==> src/sv/bcn_tbd_pkg.sv <==
// shared types, codes and arithmetic helpers of the bcn texture block decoder
`timescale 1ns / 1ps
`default_nettype none
package bcn_tbd_pkg;

  // format register codes
  localparam logic [2:0] FMT_BC1 = 3'd0;
  localparam logic [2:0] FMT_BC2 = 3'd1;
  localparam logic [2:0] FMT_BC3 = 3'd2;
  localparam logic [2:0] FMT_BC4 = 3'd3;
  localparam logic [2:0] FMT_BC5 = 3'd4;

  // configuration register indexes
  localparam logic REG_FORMAT = 1'b0;
  localparam logic REG_WIDTH  = 1'b1;

  localparam int unsigned CFG_DW = 13;
  localparam int unsigned PIX_W  = 24;

  // channel order inside a palette entry
  localparam int unsigned CH_R = 0;
  localparam int unsigned CH_G = 1;
  localparam int unsigned CH_B = 2;
  localparam int unsigned CH_A = 3;

  // one decoded block, ready for texel emission
  typedef struct packed {
    logic [2:0]             fmt;
    logic [3:0][3:0][7:0]   pal;   // [entry][channel]
    logic [31:0]            csel;  // 2-bit colour selectors
    logic [7:0][7:0]        ta;    // level table from the low word
    logic [7:0][7:0]        tb;    // level table from the high word
    logic [63:0]            alo;   // low word: explicit alpha or level indexes
    logic [47:0]            bidx;  // level indexes of the high word
    logic [PIX_W-1:0]       base;  // pixel index of the top-left texel
  } blk_t;

  // (v*527+23)>>6
  function automatic logic [7:0] exp5(input logic [4:0] v);
    logic [13:0] p;
    p = 14'(v) * 14'd527 + 14'd23;
    return p[13:6];
  endfunction

  // (v*259+33)>>6
  function automatic logic [7:0] exp6(input logic [5:0] v);
    logic [13:0] p;
    p = 14'(v) * 14'd259 + 14'd33;
    return p[13:6];
  endfunction

  // floor(x/3), exact for x < 2048
  function automatic logic [7:0] div3(input logic [9:0] x);
    logic [20:0] p;
    p = 21'(x) * 21'd683;
    return p[18:11];
  endfunction

  // floor(x/7), exact for x < 5461
  function automatic logic [7:0] div7(input logic [10:0] x);
    logic [22:0] p;
    p = 23'(x) * 23'd2341;
    return p[21:14];
  endfunction

  // floor(x/5), exact for x < 2730
  function automatic logic [7:0] div5(input logic [10:0] x);
    logic [21:0] p;
    p = 22'(x) * 22'd1639;
    return p[20:13];
  endfunction

  // 8-entry interpolated level table of a single-channel block
  function automatic logic [7:0][7:0] level_tab(input logic [7:0] a0, input logic [7:0] a1);
    logic [7:0][7:0] t;
    logic [10:0]     s;
    t    = '0;
    t[0] = a0;
    t[1] = a1;
    if (a0 > a1) begin
      for (int k = 1; k <= 6; k++) begin
        s        = 11'(7 - k) * 11'(a0) + 11'(k) * 11'(a1);
        t[k + 1] = div7(s);
      end
    end else begin
      for (int k = 1; k <= 4; k++) begin
        s        = 11'(5 - k) * 11'(a0) + 11'(k) * 11'(a1);
        t[k + 1] = div5(s);
      end
      t[6] = 8'h00;
      t[7] = 8'hFF;
    end
    return t;
  endfunction

endpackage
`default_nettype wire

==> src/sv/bcn_tbd_front.sv <==
// front end: takes compressed blocks, expands endpoints and builds palettes and tables
`timescale 1ns / 1ps
`default_nettype none
module bcn_tbd_front
  import bcn_tbd_pkg::*;
(
  input  logic              clk_i,
  input  logic              rst_ni,
  input  logic              in_valid_i,
  output logic              in_ready_o,
  input  logic [11:0]       block_x_i,
  input  logic [11:0]       block_y_i,
  input  logic [63:0]       data_low_i,
  input  logic [63:0]       data_high_i,
  input  logic [2:0]        fmt_i,
  input  logic [CFG_DW-1:0] width_i,
  input  logic              full_i,
  output logic              push_o,
  output blk_t              push_data_o
);

  typedef struct packed {
    logic [2:0]       fmt;
    logic             three;  // bc1 three-colour mode
    logic [2:0][7:0]  e0;
    logic [2:0][7:0]  e1;
    logic [31:0]      csel;
    logic [63:0]      lo;
    logic [63:0]      hi;
    logic [PIX_W-1:0] base;
  } s1_t;

  s1_t  s1_q, s1_d;
  logic s1_valid_q, s1_valid_d;
  logic in_acc;

  logic [63:0] cb;
  logic [15:0] c0, c1;
  logic [24:0] row_prod;

  assign push_o     = s1_valid_q && !full_i;
  assign in_ready_o = !s1_valid_q || !full_i;
  assign in_acc     = in_valid_i && in_ready_o;

  always_comb begin
    cb       = (fmt_i == FMT_BC1) ? data_low_i : data_high_i;
    c0       = cb[15:0];
    c1       = cb[31:16];
    row_prod = 25'(block_y_i) * 25'(width_i);

    s1_d.fmt   = fmt_i;
    s1_d.three = (fmt_i == FMT_BC1) && !(c0 > c1);
    s1_d.e0[CH_R] = exp5(c0[15:11]);
    s1_d.e0[CH_G] = exp6(c0[10:5]);
    s1_d.e0[CH_B] = exp5(c0[4:0]);
    s1_d.e1[CH_R] = exp5(c1[15:11]);
    s1_d.e1[CH_G] = exp6(c1[10:5]);
    s1_d.e1[CH_B] = exp5(c1[4:0]);
    s1_d.csel  = cb[63:32];
    s1_d.lo    = data_low_i;
    s1_d.hi    = data_high_i;
    s1_d.base  = row_prod[PIX_W-1:0] + PIX_W'(block_x_i);
  end

  assign s1_valid_d = in_acc || (s1_valid_q && !push_o);

  always_ff @(posedge clk_i or negedge rst_ni) begin
    if (!rst_ni) begin
      s1_valid_q <= 1'b0;
    end else begin
      s1_valid_q <= s1_valid_d;
    end
  end

  always_ff @(posedge clk_i) begin
    if (in_acc) begin
      s1_q <= s1_d;
    end
  end

  // palette and level tables
  always_comb begin
    logic [9:0] s01, s10;
    logic [8:0] hsum;
    push_data_o = '0;
    for (int ch = 0; ch < 3; ch++) begin
      s01  = 10'({s1_q.e0[ch], 1'b0}) + 10'(s1_q.e1[ch]);
      s10  = 10'({s1_q.e1[ch], 1'b0}) + 10'(s1_q.e0[ch]);
      hsum = 9'(s1_q.e0[ch]) + 9'(s1_q.e1[ch]);
      push_data_o.pal[0][ch] = s1_q.e0[ch];
      push_data_o.pal[1][ch] = s1_q.e1[ch];
      push_data_o.pal[2][ch] = s1_q.three ? hsum[8:1] : div3(s01);
      push_data_o.pal[3][ch] = s1_q.three ? 8'h00 : div3(s10);
    end
    push_data_o.pal[0][CH_A] = 8'hFF;
    push_data_o.pal[1][CH_A] = 8'hFF;
    push_data_o.pal[2][CH_A] = 8'hFF;
    push_data_o.pal[3][CH_A] = s1_q.three ? 8'h00 : 8'hFF;
    push_data_o.fmt  = s1_q.fmt;
    push_data_o.csel = s1_q.csel;
    push_data_o.ta   = level_tab(s1_q.lo[7:0], s1_q.lo[15:8]);
    push_data_o.tb   = level_tab(s1_q.hi[7:0], s1_q.hi[15:8]);
    push_data_o.alo  = s1_q.lo;
    push_data_o.bidx = s1_q.hi[63:16];
    push_data_o.base = s1_q.base;
  end

endmodule
`default_nettype wire

==> src/sv/bcn_tbd_fifo.sv <==
// short queue of decoded blocks between front and back
`timescale 1ns / 1ps
`default_nettype none
module bcn_tbd_fifo
  import bcn_tbd_pkg::*;
#(
  parameter int unsigned DEPTH = 2
) (
  input  logic clk_i,
  input  logic rst_ni,
  input  logic push_i,
  input  blk_t push_data_i,
  output logic full_o,
  input  logic pop_i,
  output logic empty_o,
  output blk_t head_o
);

  localparam int unsigned PW = (DEPTH > 1) ? $clog2(DEPTH) : 1;
  localparam int unsigned CW = $clog2(DEPTH + 1);

  blk_t          mem_q [DEPTH];
  logic [PW-1:0] wr_ptr_q, wr_ptr_d, rd_ptr_q, rd_ptr_d;
  logic [CW-1:0] count_q, count_d;

  assign full_o  = (count_q == CW'(DEPTH));
  assign empty_o = (count_q == '0);
  assign head_o  = mem_q[rd_ptr_q];

  always_comb begin
    wr_ptr_d = wr_ptr_q;
    rd_ptr_d = rd_ptr_q;
    count_d  = count_q;
    if (push_i) begin
      wr_ptr_d = (wr_ptr_q == PW'(DEPTH - 1)) ? '0 : wr_ptr_q + 1'b1;
    end
    if (pop_i) begin
      rd_ptr_d = (rd_ptr_q == PW'(DEPTH - 1)) ? '0 : rd_ptr_q + 1'b1;
    end
    if (push_i && !pop_i) begin
      count_d = count_q + 1'b1;
    end else if (pop_i && !push_i) begin
      count_d = count_q - 1'b1;
    end
  end

  always_ff @(posedge clk_i or negedge rst_ni) begin
    if (!rst_ni) begin
      wr_ptr_q <= '0;
      rd_ptr_q <= '0;
      count_q  <= '0;
    end else begin
      wr_ptr_q <= wr_ptr_d;
      rd_ptr_q <= rd_ptr_d;
      count_q  <= count_d;
    end
  end

  always_ff @(posedge clk_i) begin
    if (push_i) begin
      mem_q[wr_ptr_q] <= push_data_i;
    end
  end

endmodule
`default_nettype wire

==> src/sv/bcn_tbd_back.sv <==
// back end: walks the 16 texels of the head block and drives the output register
`timescale 1ns / 1ps
`default_nettype none
module bcn_tbd_back
  import bcn_tbd_pkg::*;
(
  input  logic              clk_i,
  input  logic              rst_ni,
  input  logic              empty_i,
  input  blk_t              head_i,
  output logic              pop_o,
  input  logic [CFG_DW-1:0] width_i,
  output logic              out_valid_o,
  input  logic              out_ready_i,
  output logic [7:0]        red_o,
  output logic [7:0]        green_o,
  output logic [7:0]        blue_o,
  output logic [7:0]        alpha_o,
  output logic [PIX_W-1:0]  pixel_index_o,
  output logic              last_o
);

  logic             valid_q, valid_d;
  logic [3:0]       cnt_q, cnt_d;
  logic [PIX_W-1:0] row_q, row_d;
  logic             load;

  logic [7:0]       r_d, g_d, b_d, a_d;
  logic [PIX_W-1:0] pix_d;
  logic [PIX_W-1:0] cur_row;
  logic [1:0]       sel;
  logic [5:0]       ia_pos, ib_pos;
  logic [2:0]       ia, ib;
  logic [3:0]       nib;

  assign load  = !empty_i && (!valid_q || out_ready_i);
  assign pop_o = load && (cnt_q == 4'd15);

  always_comb begin
    sel     = head_i.csel[{cnt_q, 1'b0} +: 2];
    ia_pos  = 6'd16 + 6'(cnt_q) * 6'd3;
    ib_pos  = 6'(cnt_q) * 6'd3;
    ia      = head_i.alo[ia_pos +: 3];
    ib      = head_i.bidx[ib_pos +: 3];
    nib     = head_i.alo[{cnt_q, 2'b00} +: 4];
    cur_row = (cnt_q == 4'd0) ? head_i.base : row_q;
    pix_d   = cur_row + PIX_W'(cnt_q[1:0]);

    r_d = 8'h00;
    g_d = 8'h00;
    b_d = 8'h00;
    a_d = 8'h00;
    unique case (head_i.fmt)
      FMT_BC1: begin
        r_d = head_i.pal[sel][CH_R];
        g_d = head_i.pal[sel][CH_G];
        b_d = head_i.pal[sel][CH_B];
        a_d = head_i.pal[sel][CH_A];
      end
      FMT_BC2: begin
        r_d = head_i.pal[sel][CH_R];
        g_d = head_i.pal[sel][CH_G];
        b_d = head_i.pal[sel][CH_B];
        a_d = {nib, nib};  // nibble times 17
      end
      FMT_BC3: begin
        r_d = head_i.pal[sel][CH_R];
        g_d = head_i.pal[sel][CH_G];
        b_d = head_i.pal[sel][CH_B];
        a_d = head_i.ta[ia];
      end
      FMT_BC4: begin
        r_d = head_i.ta[ia];
      end
      FMT_BC5: begin
        r_d = head_i.ta[ia];
        g_d = head_i.tb[ib];
      end
      default: begin
        r_d = 8'h00;
      end
    endcase
  end

  always_comb begin
    valid_d = valid_q;
    cnt_d   = cnt_q;
    row_d   = row_q;
    if (load) begin
      valid_d = 1'b1;
      cnt_d   = cnt_q + 4'd1;
      if (cnt_q[1:0] == 2'd3) begin
        row_d = cur_row + PIX_W'(width_i);  // next row of the block
      end else begin
        row_d = cur_row;
      end
    end else if (out_ready_i) begin
      valid_d = 1'b0;
    end
  end

  always_ff @(posedge clk_i or negedge rst_ni) begin
    if (!rst_ni) begin
      valid_q <= 1'b0;
      cnt_q   <= '0;
    end else begin
      valid_q <= valid_d;
      cnt_q   <= cnt_d;
    end
  end

  always_ff @(posedge clk_i) begin
    row_q <= row_d;
    if (load) begin
      red_o         <= r_d;
      green_o       <= g_d;
      blue_o        <= b_d;
      alpha_o       <= a_d;
      pixel_index_o <= pix_d;
      last_o        <= (cnt_q == 4'd15);
    end
  end

  assign out_valid_o = valid_q;

endmodule
`default_nettype wire

==> src/sv/bcn_texture_block_decoder_unit.sv <==
// top level of the bcn texture block decoder
//
// Decodes one BC1..BC5 compressed 4x4 block per input word into 16 texel words.
// Input channel: in_valid_i/in_ready_o with block_x_i, block_y_i (top-left texel)
// and the block bytes in data_low_i (bytes 0..7) and data_high_i (bytes 8..15).
// Output channel: out_valid_o/out_ready_i with red/green/blue/alpha, pixel_index_o
// ((block_y+row)*image_width + block_x + column, low 24 bits) and last_o on the
// sixteenth texel; texels come in row order.
// Configuration: cfg_we_i writes cfg_data_i into register cfg_index_i
// (0 = format, 1 = image width) at a rising edge; the user must write only while
// the block is idle, which the block itself does not enforce.
// A block passes the front-end register and the queue before the back end loads its
// texels into the output register. Throughput: one texel per cycle unless the
// receiver stalls, set by the single texel output register the back end fills.
// The front end holds one block and the queue QUEUE_DEPTH decoded blocks, so new
// blocks are taken while earlier ones are still being emitted.
// Reset (rst_ni low, asynchronous) empties the pipeline and sets format to BC1 and
// image width to 4. A stalled receiver holds the output word; the queue then fills
// and in_ready_o drops.
`timescale 1ns / 1ps
`default_nettype none
module bcn_texture_block_decoder_unit
  import bcn_tbd_pkg::*;
#(
  parameter int unsigned QUEUE_DEPTH = 2
) (
  input  logic              clk_i,
  input  logic              rst_ni,
  input  logic              cfg_we_i,
  input  logic              cfg_index_i,
  input  logic [CFG_DW-1:0] cfg_data_i,
  input  logic              in_valid_i,
  output logic              in_ready_o,
  input  logic [11:0]       block_x_i,
  input  logic [11:0]       block_y_i,
  input  logic [63:0]       data_low_i,
  input  logic [63:0]       data_high_i,
  output logic              out_valid_o,
  input  logic              out_ready_i,
  output logic [7:0]        red_o,
  output logic [7:0]        green_o,
  output logic [7:0]        blue_o,
  output logic [7:0]        alpha_o,
  output logic [PIX_W-1:0]  pixel_index_o,
  output logic              last_o
);

  logic [2:0]        fmt_q;
  logic [CFG_DW-1:0] width_q;

  logic push, pop, full, empty;
  blk_t push_data, head;

  always_ff @(posedge clk_i or negedge rst_ni) begin
    if (!rst_ni) begin
      fmt_q   <= FMT_BC1;
      width_q <= CFG_DW'(4);
    end else if (cfg_we_i) begin
      unique case (cfg_index_i)
        REG_FORMAT: fmt_q   <= cfg_data_i[2:0];
        REG_WIDTH:  width_q <= cfg_data_i;
        default:    fmt_q   <= fmt_q;
      endcase
    end
  end

  bcn_tbd_front u_front (
    .clk_i       (clk_i),
    .rst_ni      (rst_ni),
    .in_valid_i  (in_valid_i),
    .in_ready_o  (in_ready_o),
    .block_x_i   (block_x_i),
    .block_y_i   (block_y_i),
    .data_low_i  (data_low_i),
    .data_high_i (data_high_i),
    .fmt_i       (fmt_q),
    .width_i     (width_q),
    .full_i      (full),
    .push_o      (push),
    .push_data_o (push_data)
  );

  bcn_tbd_fifo #(
    .DEPTH (QUEUE_DEPTH)
  ) u_fifo (
    .clk_i       (clk_i),
    .rst_ni      (rst_ni),
    .push_i      (push),
    .push_data_i (push_data),
    .full_o      (full),
    .pop_i       (pop),
    .empty_o     (empty),
    .head_o      (head)
  );

  bcn_tbd_back u_back (
    .clk_i         (clk_i),
    .rst_ni        (rst_ni),
    .empty_i       (empty),
    .head_i        (head),
    .pop_o         (pop),
    .width_i       (width_q),
    .out_valid_o   (out_valid_o),
    .out_ready_i   (out_ready_i),
    .red_o         (red_o),
    .green_o       (green_o),
    .blue_o        (blue_o),
    .alpha_o       (alpha_o),
    .pixel_index_o (pixel_index_o),
    .last_o        (last_o)
  );

endmodule
`default_nettype wire

==> config.mk <==
export PLATFORM = sky130hd
export DESIGN_NAME = bcn_texture_block_decoder_unit
export DESIGN_NICKNAME = d
export VERILOG_FILES = /design/src/sv/bcn_tbd_pkg.sv /design/src/sv/bcn_tbd_front.sv /design/src/sv/bcn_tbd_fifo.sv /design/src/sv/bcn_tbd_back.sv /design/src/sv/bcn_texture_block_decoder_unit.sv
export SDC_FILE = /design/constraint.sdc
export NUM_CORES = 2
export LEC_CHECK = 0
export ABC_AREA = 1
export BUFFER_PORTS_ARGS = -buffer_cell sky130_fd_sc_hd__buf_2
export CAP_MARGIN = 20
export CORE_ASPECT_RATIO = 1.2
export CORE_UTILIZATION = 45
export CTS_CLUSTER_SIZE = 20
export DETAILED_ROUTE_END_ITERATION = 7
export GPL_TIMING_DRIVEN = 0
export PLACE_DENSITY = 0.63
export SKIP_LAST_GASP = 1
export SLEW_MARGIN = 20
export SYNTH_ARGS = -nofsm -noshare
export SYNTH_HDL_FRONTEND = slang
export SYNTH_SLANG_ARGS = --single-unit
==> constraint.sdc <==
create_clock -name clk_i -period 37.5 [get_ports clk_i]
set_clock_uncertainty 0.05 [all_clocks]
set_input_delay 3.75 -clock clk_i [delete_from_list [all_inputs] [get_ports clk_i]]
set_output_delay 3.75 -clock clk_i [all_outputs]
set_load 0.01 [all_outputs]
==> impl_metrics.py <==
metrics = {
    "outcome": {
        "status": "completed",
    },
    "worst_setup_path": {
        "worstSetupPathType": "flip-flop to flip-flop",
        "crit_path_end_kind": "flip-flop",
        "cp_slowest_cell": "edfxtp_1",
        "arrival_ns": 10.09,
        "path_max_fanout": 15,
        "cp-start-kind": "flip-flop",
        "worst_path_largest_cell_delay_ns": 1.09,
        "required_ns": 37.91,
        "path_common_cell": "inv_1",
    },
    "synth": {
        "ys_types": 67,
        "yosys_register_bits": 1103,
        "synthFlopType": "edfxtp_1",
        "synth_edf_count": 1077,
        "netlist_area_sq_um": 112000,
        "syn_nets": 14800,
        "syn_inst": 11700,
        "syn_area_per_cell_sq_um": 9.54,
        "ys_seq_area_frac": 0.295,
        "synth-async-reset-ratio": 0.0236,
        "ys_warn_count": 0,
    },
    "cts": {
        "clk_latency_ns": 0.75,
        "cts_buffers": 118,
        "postCtsSetupBuffers": 0,
        "h-tree-depth": 3,
        "cts_resized": 0,
        "clk_pin_slew_worst_paths_ns": 0.06,
        "clockBufferDepth": 3,
        "root_buffer": "clkbuf_16",
        "hold_buffers": 0,
        "tritoncts": "done",
        "cts_num_sinks": 1103,
    },
    "grt": {
        "grt_first_pass_wirelength_um": 519000,
        "grt_overflow": 0,
        "grt_max_degree": 98,
        "grt_pass1_vias": 88100,
        "grt_usage": 0.273,
        "antenna_found_initial": 58,
    },
    "drt": {
        "wirelength_um": 345000,
        "vias_per_cell": 5.54,
        "via_count": 86000,
        "firstDrtPassIters": 6,
        "drc": 0,
        "wl_per_cell_um": 22.3,
        "drt_iter0_markers": 6640,
        "ant_nets": 0,
    },
    "timing": {
        "setup_viol": 0,
        "period_minus_slack_ns": 9.68,
        "hold_viol_final": 0,
        "timing.final.ws_setup_ns": 27.82,
        "tns_ns": 0,
        "grt_setup_unrepaired": "no",
        "drv_slew": 0,
        "slew_headroom": 0.209,
        "fmax_mhz": 103,
        "worst_slew_pin_slew_ns": 1.19,
        "min_period_over_period": 0.258,
    },
    "die": {
        "fp-row-count": 200,
        "placeableCoreArea_sq_um": 247000,
        "dieHeight_um": 548,
        "fp.dieW_um": 457,
        "die_area_sq_um": 250000,
        "start_util": 0.452,
        "ios": 230,
    },
    "run": {
        "max-cap-violations": 0,
    },
    "place": {
        "place_hpwl_um": 283000,
        "place_area_sq_um": 118000,
        "place_ws_ns": 27.92,
        "placement.io_buffers": 229,
        "gp_congestion": 0.979,
    },
    "finish": {
        "syn2layout_area_growth_pct": 9.65,
        "ff_latch_area_sq_um": 33000,
        "layout.nets": 15200,
        "layout_commonest_cell": "ha_1",
        "fillers": 22600,
        "multi_input_area_sq_um": 70400,
        "layout-drive-gt1-share": 0.0599,
        "design_area_sq_um": 122000,
        "layout_common_cells": "2115 x ha_1, 1895 x inv_1, 1766 x nand2_1, 1077 x edfxtp_1, 786 x fa_1",
    },
    "min_path": {
        "hp-class": "flip-flop to flip-flop",
    },
}
## path summary, 6_finish.rpt
kind                                               start  slack, ns  cells past startpoint                    to
worst max-delay path            u_front.push_data_o[137]      27.82                     32  u_fifo.mem_q[0][164]
worst min-delay path             u_front.push_data_o[63]       0.39                      0   u_fifo.mem_q[1][63]
worst max register to register  u_front.push_data_o[137]      27.82                     32  u_fifo.mem_q[0][164]
worst min register to register   u_front.push_data_o[63]       0.39                      0   u_fifo.mem_q[1][63]
max in group asynchronous                         rst_ni      33.86                      1    u_back.out_valid_o
min in group asynchronous                         rst_ni       3.01                      1              fmt_q[0]
## layout make-up
| cell class | count | area share |
|---|---|---|
| buffer | 243 | 0.00925 |
| tap | 3232 | 0.0330 |
| multi-input combinational | 8453 | 0.575 |
| antenna | 50 | 0.00102 |
| inverter | 1917 | 0.0588 |
| clock buffer | 136 | 0.0247 |
| sequential | 1103 | 0.269 |
| clock inverter | 85 | 0.00856 |
| timing repair buffer | 288 | 0.0202 |
## flip-flops by register name, indices dropped and copies added, names as in the netlist, 4 cells and up
name                  count
u_back.green_o            8
u_back.cnt_q              4
u_fifo.mem_q            760
u_front.push_data_o     235
u_back.blue_o             8
u_back.pixel_index_o     24
u_back.red_o              8
width_q                  13
u_back.row_q             24
u_back.alpha_o            8
## worst max-delay path, delay by kind of cell, from the launching register on
family | cells | cell delay (ns)
fa+ha+maj | 9 | 4.24
compound gates | 8 | 1.95
flops | 1 | 1.09
xor+xnor | 2 | 0.85
buf+inv | 8 | 0.70
simple gates | 5 | 0.53
## routing by layer
metal / wire (um) / track usage / up-vias
met5: 37 / 0 / -
met4: 20500 / 0.152 / 6
met3: 19800 / 0.0281 / 666
met2: 164000 / 0.461 / 2809
met1: 141000 / 0.343 / 41900
li1: - / - / 40600
## synth_stat cells, drive strengths merged, types with 43 or more instances
master	number	area, sq um
xor2	296	2590
fa	786	15700
nor2	604	2270
buf	126	686
nor3	58	310
nand3	696	3480
nand4	92	582
nand2	1768	6640
xnor2	130	1140
or2	53	332
a21oi	731	3660
mux2	43	484
o21bai	59	443
edfxtp	1077	32300
o211ai	71	538
inv	1914	7180
clkbuf	117	439
a21o	47	353
o21ai	588	2980
ha	2115	26500
## metrics by stage
step,instances,utilization,hold slack [ns]
detailed placement,15200,0.479,0.381
finish,15500,0.496,0.388
floorplan,11700,-,0.371
global placement,15200,0.473,0.372
global route,15500,0.496,0.396
CTS,15500,0.495,0.389
## kinds of logic after synthesis
logic type	count (synthesis)	synth area share
compound gates	1720	0.0864
fa+ha+maj	2901	0.378
mux	71	0.00684
flops	1103	0.295
buf+inv	2160	0.0745
xor+xnor	426	0.0334
simple gates	3335	0.126
Power is left out: the tool's default activity adds up to more than one toggle a clock period on the data nets, which glitch-free logic cannot reach.
